**config.mk**
```make
export PLATFORM = sky130hd
export DESIGN_NAME = sha256_hash_core_top
export DESIGN_NICKNAME = d
export VERILOG_FILES = /design/src/sha_pkg.sv /design/src/sha256_hash_core_top.sv
export SDC_FILE = /design/constraint.sdc
export NUM_CORES = 2
export LEC_CHECK = 0
export BUFFER_PORTS_ARGS = -buffer_cell sky130_fd_sc_hd__buf_2
export CELL_PAD_IN_SITES_DETAIL_PLACEMENT = 0
export CELL_PAD_IN_SITES_GLOBAL_PLACEMENT = 1
export CORE_MARGIN = 2
export CORE_UTILIZATION = 45
export DETAILED_ROUTE_END_ITERATION = 8
export PLACE_DENSITY_LB_ADDON = 0.1
export SLEW_MARGIN = 20
export SYNTH_ARGS = -nofsm -noshare
export SYNTH_HDL_FRONTEND = slang
export SYNTH_SLANG_ARGS = --single-unit
```
**constraint.sdc**
```tcl
create_clock -name clk -period 22.1 [get_ports clk]
set_input_delay 2.21 -clock clk [delete_from_list [all_inputs] [get_ports clk]]
set_output_delay 2.21 -clock clk [all_outputs]
set_load 0.05 [all_outputs]
```
**src/sha_pkg.sv**
```systemverilog
`default_nettype none

package sha_pkg;

  typedef enum logic [2:0] {
    ST_IDLE,
    ST_PAD,
    ST_ROUND,
    ST_FOLD,
    ST_EMIT
  } state_t;

  typedef enum logic [2:0] {
    PAD_NONE,
    PAD_MARK,
    PAD_ZERO,
    PAD_LEN,
    PAD_DONE
  } pad_t;

  localparam logic [7:0] PAD_MARK_BYTE = 8'h80;
  localparam logic [5:0] LEN_POS = 6'd56;
  localparam logic [5:0] LAST_POS = 6'd63;
  localparam logic [5:0] LAST_ROUND = 6'd63;
  localparam logic [2:0] LAST_WORD = 3'd7;
  localparam logic [63:0] BYTE_BITS = 64'd8;

  localparam logic [0:7][31:0] INIT_HASH = {
    32'h6a09e667, 32'hbb67ae85, 32'h3c6ef372, 32'ha54ff53a,
    32'h510e527f, 32'h9b05688c, 32'h1f83d9ab, 32'h5be0cd19
  };

  localparam logic [0:63][31:0] ROUND_K = {
    32'h428a2f98, 32'h71374491, 32'hb5c0fbcf, 32'he9b5dba5,
    32'h3956c25b, 32'h59f111f1, 32'h923f82a4, 32'hab1c5ed5,
    32'hd807aa98, 32'h12835b01, 32'h243185be, 32'h550c7dc3,
    32'h72be5d74, 32'h80deb1fe, 32'h9bdc06a7, 32'hc19bf174,
    32'he49b69c1, 32'hefbe4786, 32'h0fc19dc6, 32'h240ca1cc,
    32'h2de92c6f, 32'h4a7484aa, 32'h5cb0a9dc, 32'h76f988da,
    32'h983e5152, 32'ha831c66d, 32'hb00327c8, 32'hbf597fc7,
    32'hc6e00bf3, 32'hd5a79147, 32'h06ca6351, 32'h14292967,
    32'h27b70a85, 32'h2e1b2138, 32'h4d2c6dfc, 32'h53380d13,
    32'h650a7354, 32'h766a0abb, 32'h81c2c92e, 32'h92722c85,
    32'ha2bfe8a1, 32'ha81a664b, 32'hc24b8b70, 32'hc76c51a3,
    32'hd192e819, 32'hd6990624, 32'hf40e3585, 32'h106aa070,
    32'h19a4c116, 32'h1e376c08, 32'h2748774c, 32'h34b0bcb5,
    32'h391c0cb3, 32'h4ed8aa4a, 32'h5b9cca4f, 32'h682e6ff3,
    32'h748f82ee, 32'h78a5636f, 32'h84c87814, 32'h8cc70208,
    32'h90befffa, 32'ha4506ceb, 32'hbef9a3f7, 32'hc67178f2
  };

  function automatic logic [31:0] rotr(input logic [31:0] x, input int unsigned n);
    rotr = (x >> n) | (x << (32 - n));
  endfunction

  function automatic logic [31:0] big0(input logic [31:0] x);
    big0 = rotr(x, 2) ^ rotr(x, 13) ^ rotr(x, 22);
  endfunction

  function automatic logic [31:0] big1(input logic [31:0] x);
    big1 = rotr(x, 6) ^ rotr(x, 11) ^ rotr(x, 25);
  endfunction

  function automatic logic [31:0] small0(input logic [31:0] x);
    small0 = rotr(x, 7) ^ rotr(x, 18) ^ (x >> 3);
  endfunction

  function automatic logic [31:0] small1(input logic [31:0] x);
    small1 = rotr(x, 17) ^ rotr(x, 19) ^ (x >> 10);
  endfunction

endpackage

`default_nettype wire

```
**src/sha256_hash_core_top.sv**
```systemverilog
// a byte is absorbed while the core is idle; every 64th byte (padding included) starts
// a compression in the shared round unit and a fold step, and the input stalls meanwhile
// closing a message writes 9 to 72 padding and length bytes, with a pad step that writes
// nothing at the length slot, then their compressions, then 8 digest words, held while
// out_stall is high; synchronous reset loads the initial hash and empties the block,
// with no clearing pass; the input is stalled while reset is high
`default_nettype none

module sha256_hash_core_top (
  input  wire logic        clk,
  input  wire logic        rst,
  input  wire logic        in_valid,
  output logic             in_stall,
  input  wire logic [7:0]  data_byte,
  input  wire logic        has_byte,
  input  wire logic        end_of_message,
  output logic             out_valid,
  input  wire logic        out_stall,
  output logic [31:0]      digest_word,
  output logic             digest_last
);

  sha_pkg::state_t state, state_next;
  sha_pkg::pad_t   pad_step, pad_step_next;

  logic [511:0]     blk;
  logic [5:0]       fill;
  logic [63:0]      bit_length;
  logic [7:0][31:0] vars;
  logic [7:0][31:0] hash;
  logic [5:0]       round;
  logic [2:0]       cnt;
  logic             out_valid_next;

  logic        take;
  logic        put_en;
  logic [7:0]  put_data;
  logic        len_put;
  logic        block_full;
  logic        emit_load;

  logic [31:0] w0, w1, w9, w14, w_new;
  logic [31:0] ch, maj, t1, t2;

  assign in_stall = rst || (state != sha_pkg::ST_IDLE);
  assign take = in_valid && !in_stall;
  assign block_full = put_en && (fill == sha_pkg::LAST_POS);

  // outputs of the sequencer
  always_comb begin
    put_en = 1'b0;
    put_data = '0;
    len_put = 1'b0;
    emit_load = 1'b0;
    unique case (state)
      sha_pkg::ST_IDLE: begin
        if (take && has_byte) begin
          put_en = 1'b1;
          put_data = data_byte;
        end
      end
      sha_pkg::ST_PAD: begin
        unique case (pad_step)
          sha_pkg::PAD_MARK: begin
            put_en = 1'b1;
            put_data = sha_pkg::PAD_MARK_BYTE;
          end
          sha_pkg::PAD_ZERO: begin
            put_en = (fill != sha_pkg::LEN_POS);
          end
          sha_pkg::PAD_LEN: begin
            put_en = 1'b1;
            len_put = 1'b1;
            put_data = bit_length[63:56];
          end
          default: ;
        endcase
      end
      sha_pkg::ST_EMIT: begin
        emit_load = !out_valid || !out_stall;
      end
      default: ;
    endcase
  end

  // next state
  always_comb begin
    state_next = state;
    pad_step_next = pad_step;
    unique case (state)
      sha_pkg::ST_IDLE: begin
        if (take) begin
          if (end_of_message) begin
            pad_step_next = sha_pkg::PAD_MARK;
          end
          if (block_full) begin
            state_next = sha_pkg::ST_ROUND;
          end else if (end_of_message) begin
            state_next = sha_pkg::ST_PAD;
          end
        end
      end
      sha_pkg::ST_PAD: begin
        unique case (pad_step)
          sha_pkg::PAD_MARK: pad_step_next = sha_pkg::PAD_ZERO;
          sha_pkg::PAD_ZERO: begin
            if (fill == sha_pkg::LEN_POS) begin
              pad_step_next = sha_pkg::PAD_LEN;
            end
          end
          sha_pkg::PAD_LEN: begin
            if (cnt == sha_pkg::LAST_WORD) begin
              pad_step_next = sha_pkg::PAD_DONE;
            end
          end
          default: ;
        endcase
        if (block_full) begin
          state_next = sha_pkg::ST_ROUND;
        end
      end
      sha_pkg::ST_ROUND: begin
        if (round == sha_pkg::LAST_ROUND) begin
          state_next = sha_pkg::ST_FOLD;
        end
      end
      sha_pkg::ST_FOLD: begin
        priority case (pad_step)
          sha_pkg::PAD_NONE: state_next = sha_pkg::ST_IDLE;
          sha_pkg::PAD_DONE: state_next = sha_pkg::ST_EMIT;
          default:           state_next = sha_pkg::ST_PAD;
        endcase
      end
      sha_pkg::ST_EMIT: begin
        if (emit_load && (cnt == sha_pkg::LAST_WORD)) begin
          state_next = sha_pkg::ST_IDLE;
          pad_step_next = sha_pkg::PAD_NONE;
        end
      end
      default: state_next = sha_pkg::ST_IDLE;
    endcase
  end

  always_comb begin
    priority if (emit_load) begin
      out_valid_next = 1'b1;
    end else if (out_valid && !out_stall) begin
      out_valid_next = 1'b0;
    end else begin
      out_valid_next = out_valid;
    end
  end

  // round unit and message schedule
  assign w0  = blk[511:480];
  assign w1  = blk[479:448];
  assign w9  = blk[223:192];
  assign w14 = blk[63:32];
  assign w_new = sha_pkg::small1(w14) + w9 + sha_pkg::small0(w1) + w0;

  assign ch  = (vars[4] & vars[5]) ^ (~vars[4] & vars[6]);
  assign maj = (vars[0] & vars[1]) ^ (vars[1] & vars[2]) ^ (vars[2] & vars[0]);
  assign t1  = vars[7] + sha_pkg::big1(vars[4]) + ch + sha_pkg::ROUND_K[round] + w0;
  assign t2  = sha_pkg::big0(vars[0]) + maj;

  always_ff @(posedge clk) begin
    if (rst) begin
      state <= sha_pkg::ST_IDLE;
      pad_step <= sha_pkg::PAD_NONE;
      fill <= '0;
      bit_length <= '0;
      hash <= {sha_pkg::INIT_HASH[7], sha_pkg::INIT_HASH[6], sha_pkg::INIT_HASH[5],
               sha_pkg::INIT_HASH[4], sha_pkg::INIT_HASH[3], sha_pkg::INIT_HASH[2],
               sha_pkg::INIT_HASH[1], sha_pkg::INIT_HASH[0]};
      round <= '0;
      cnt <= '0;
      out_valid <= 1'b0;
    end else begin
      state <= state_next;
      pad_step <= pad_step_next;
      out_valid <= out_valid_next;
      if (put_en) begin
        fill <= fill + 6'd1;
      end
      if (take && has_byte) begin
        bit_length <= bit_length + sha_pkg::BYTE_BITS;
      end else if (len_put) begin
        bit_length <= {bit_length[55:0], 8'h00};
      end
      if (block_full) begin
        round <= '0;
      end else if (state == sha_pkg::ST_ROUND) begin
        round <= round + 6'd1;
      end
      if (len_put || emit_load) begin
        cnt <= cnt + 3'd1;
      end
      if (state == sha_pkg::ST_FOLD) begin
        for (int i = 0; i < 8; i++) begin
          hash[i] <= hash[i] + vars[i];
        end
      end else if (emit_load) begin
        // rotate out word 0 and refill with the initial hash behind it
        for (int i = 0; i < 7; i++) begin
          hash[i] <= hash[i+1];
        end
        hash[7] <= sha_pkg::INIT_HASH[cnt];
      end
    end
  end

  always_ff @(posedge clk) begin
    if (put_en) begin
      blk <= {blk[503:0], put_data};
    end else if (state == sha_pkg::ST_ROUND) begin
      blk <= {blk[479:0], w_new};
    end
    if (block_full) begin
      vars <= hash;
    end else if (state == sha_pkg::ST_ROUND) begin
      vars[7] <= vars[6];
      vars[6] <= vars[5];
      vars[5] <= vars[4];
      vars[4] <= vars[3] + t1;
      vars[3] <= vars[2];
      vars[2] <= vars[1];
      vars[1] <= vars[0];
      vars[0] <= t1 + t2;
    end
    if (emit_load) begin
      digest_word <= hash[0];
      digest_last <= (cnt == sha_pkg::LAST_WORD);
    end
  end

endmodule

`default_nettype wire

```
==> flow_summary.json <==
{
  "cp-end-kind": "flop",
  "irDropWorstVdd_mv": 0.0676,
  "antenna_found_initial": 6,
  "grt_pass1_wl_mm": 394,
  "critPathKind": "flop to flop",
  "layout.nets": 9363,
  "r2r-start": "round[0]",
  "portBuffers": 48,
  "drive_above_1_share_pct": 4.51,
  "die-area_um2": 174000,
  "die_w_um": 418,
  "hold_viol": 0,
  "layoutNonFillerInstCount": 11075,
  "cts_resized": 0,
  "remaining_drc_errors": 0,
  "grt_remaining_overflow": 0,
  "die_h_um": 418,
  "p_leak_nw": 34.5,
  "ant_nets": 0,
  "cp_max_fo": 27,
  "status": "finished, final reports clean",
  "grt_pass1_vias": 60410,
  "clk_transition_reported_paths_ns": 0.06,
  "post_cts_buffers": 0,
  "final_cell_mix": "nand2_1 (2593), edfxtp_1 (801), a21oi_1 (570)",
  "ioPinCount": 49,
  "placed_cells": 10821,
  "critical_path.max_stage_delay_ns": 1.02,
  "vias": 64386,
  "coreArea_um2": 170000,
  "cts_max_level": 4,
  "final_util_pct": 49.1,
  "fin_skew_ns": 0.0629,
  "layout_commonest_cell": "nand2_1",
  "maxSlewViolCount": 0,
  "setup.worst_path.end": "vars[31]",
  "synth-edff-count": 801,
  "timing.fmax_ghz": 0.0929,
  "avgSynthCellArea_um2": 8.55,
  "finalSetupViolCount": 0,
  "routed_wl_mm": 262,
  "cts_tree": "built",
  "max_cap_viol_count": 0,
  "routed_via_density": 5.81,
  "drt_iter0_drc": 6651,
  "synth_flop_cell": "edfxtp_1",
  "reg2reg_setup_slack_ns": 11.34,
  "crit_path_frequent_cell": "inv_1",
  "grt_max_degree": 180,
  "crit_start": "round[0]",
  "rr_endpoint": "vars[31]",
  "slowest_stage": "ha_1",
  "ys_seq_area_share_pct": 40.1,
  "synthCells": 9004,
  "period_needed_ns": 10.76,
  "clock_sinks": 1140,
  "routedWlPerCell_um": 23.7,
  "period_share_pct": 48.7,
  "clockBufferDepth": 3,
  "critPathRequiredTime_ns": 22.63,
  "initial_core_util_pct": 45.4,
  "cts_buffers": 139,
  "dr.pass1.iters": 8,
  "dpl.hpwl_mm": 188,
  "area_growth_pct": 8.09,
  "cp_data_arrival_time_ns": 11.29,
  "yosysWarnings": 0,
  "synth_cell_type_count": 99,
  "tightestPinTransition_ns": 1.15,
  "maxSlewHeadroom_pct": 23.4,
  "gp_congestion": 0.949,
  "fillerInstances": 16401,
  "grt_setup_unrepaired": "no",
  "syn_area_um2": 77000,
  "hold_class": "flop to flop",
  "startpoint_type": "flop",
  "hold_depth": 2,
  "finalSetupTns_ns": 0,
  "cts.root.buffer_cell": "clkbuf_16",
  "synth-async-reset-ratio_pct": 0,
  "ys_ff_latch": 1140,
  "syn-num-nets": 9623,
  "worstRegToRegCells": 34,
  "insertion_delay_ns": 0.83,
  "powerDensity_nw_per_um2": 73.3,
  "hold_buffers": 0,
  "grt_usage_pct": 29.5,
  "std_cell_rows": 151
}
## flip-flops by register name (all words and copies together), names as in the netlist
| signal | cells |
|---|---|
| out_valid | 1 |
| bit_length | 61 |
| blk | 512 |
| state | 3 |
| round | 6 |
| digest_word | 32 |
| digest_last | 1 |
| vars | 256 |
| pad_step | 3 |
| hash | 256 |
| cnt | 3 |
| fill | 6 |
## critical path: cells and delay by family, from the launching register on
kind | cells | cell delay (ns)
adder cells (fa/ha/maj) | 5 | 2.54
flip-flops | 1 | 0.30
AO/OA/AOI/OAI | 16 | 4.38
XOR/XNOR | 2 | 0.43
buffers and inverters | 6 | 1.38
AND/OR/NAND/NOR | 5 | 1.45
## cell usage after synthesis (25+ instances only)
library cell     n  share of area (%)
nand3_1        139               0.90
a311oi_1        82               0.93
o31ai_1         38               0.37
a211oi_1        97               0.95
o21ai_1         41               0.27
edfxtp_1       801                 31
o21bai_1        57               0.56
xor2_1         188                2.1
and3_1          54               0.44
nor2_1         465                2.3
o211ai_1        42               0.41
fa_1           195                5.1
nor3_1         106               0.69
o21ai_0        414                2.7
clkbuf_1       491                2.4
dfxtp_1        339                8.8
buf_1           36               0.18
a21o_1         180                1.8
o21a_1          63               0.61
nand2_1       2597                 13
mux2i_1         61               0.79
a21oi_1        571                3.7
a2111oi_0       29               0.33
or3_1           27               0.22
ha_1           410                6.7
nor2b_1         48               0.39
o22ai_1         25               0.20
inv_1          474                2.3
nand4_1         43               0.35
xnor2_1        380                4.3
nand2b_1        62               0.50
a31oi_1         72               0.59
## routing by layer
layer	share of wire (%)	track usage, %	vias up	routed length [µm]
met2	44	45.1	2129	116000
met1	46	43.6	31391	122000
met5	0.0050	0	-	13
li1	-	-	30517	-
met3	6.9	4.41	347	18100
met4	2.6	7.70	2	6940
## through the flow
step / hold WS, ns / setup WS [ns] / power, mW / area [µm²]
2_1_floorplan: 0.434 / 6.41 / 3.48 / 77000
3_5_place_dp: 0.462 / 11.59 / 3.85 / 78800
5_1_grt: 0.493 / 10.79 / 6.37 / 83200
6_report: 0.469 / 11.34 / 6.10 / 83200
4_1_cts: 0.471 / 11.55 / 6.13 / 83200
3_3_place_gp: 0.448 / 11.89 / 3.84 / 78800
## cells by family after synthesis
group / Yosys count / synth area share [%]
multiplexers: 77 / 1.09
AO/OA/AOI/OAI: 1950 / 16.2
adder cells (fa/ha/maj): 614 / 11.9
buffers and inverters: 1010 / 4.93
flip-flops: 1140 / 40.1
XOR/XNOR: 569 / 6.48
AND/OR/NAND/NOR: 3644 / 19.4
## final cells by class
type / count / area, µm² / area share [%]
Multi-Input combinational cell: 6854 / 42500 / 51.0
Clock inverter: 58 / 547 / 0.657
Timing Repair Buffer: 129 / 927 / 1.11
Clock buffer: 194 / 3860 / 4.64
Antenna cell: 2 / 5.00 / 0.00601
Inverter: 480 / 1810 / 2.18
Tap cell: 2218 / 2780 / 3.33
Sequential cell: 1140 / 30800 / 37.1
## worst min path at each step
| stage | from | end | slack (ns) |
|---|---|---|---|
| floorplan | hash[1] | digest_word[1] | 0.43 |
| finish | bit_length[63] | bit_length[63] | 0.47 |
| global route | hash[1] | digest_word[1] | 0.49 |
| global placement | hash[1] | digest_word[1] | 0.45 |
| CTS | bit_length[63] | bit_length[63] | 0.47 |
| detailed placement | hash[1] | digest_word[1] | 0.46 |
## report_power, final
| part | internal, mW | total [mW] | switching [mW] |
|---|---|---|---|
| logic | 0.509 | 1.36 | 0.851 |
| clock network | 1.27 | 2.27 | 1.00 |
| registers | 2.42 | 2.47 | 0.0505 |
Power figures use the tool's default switching activity.
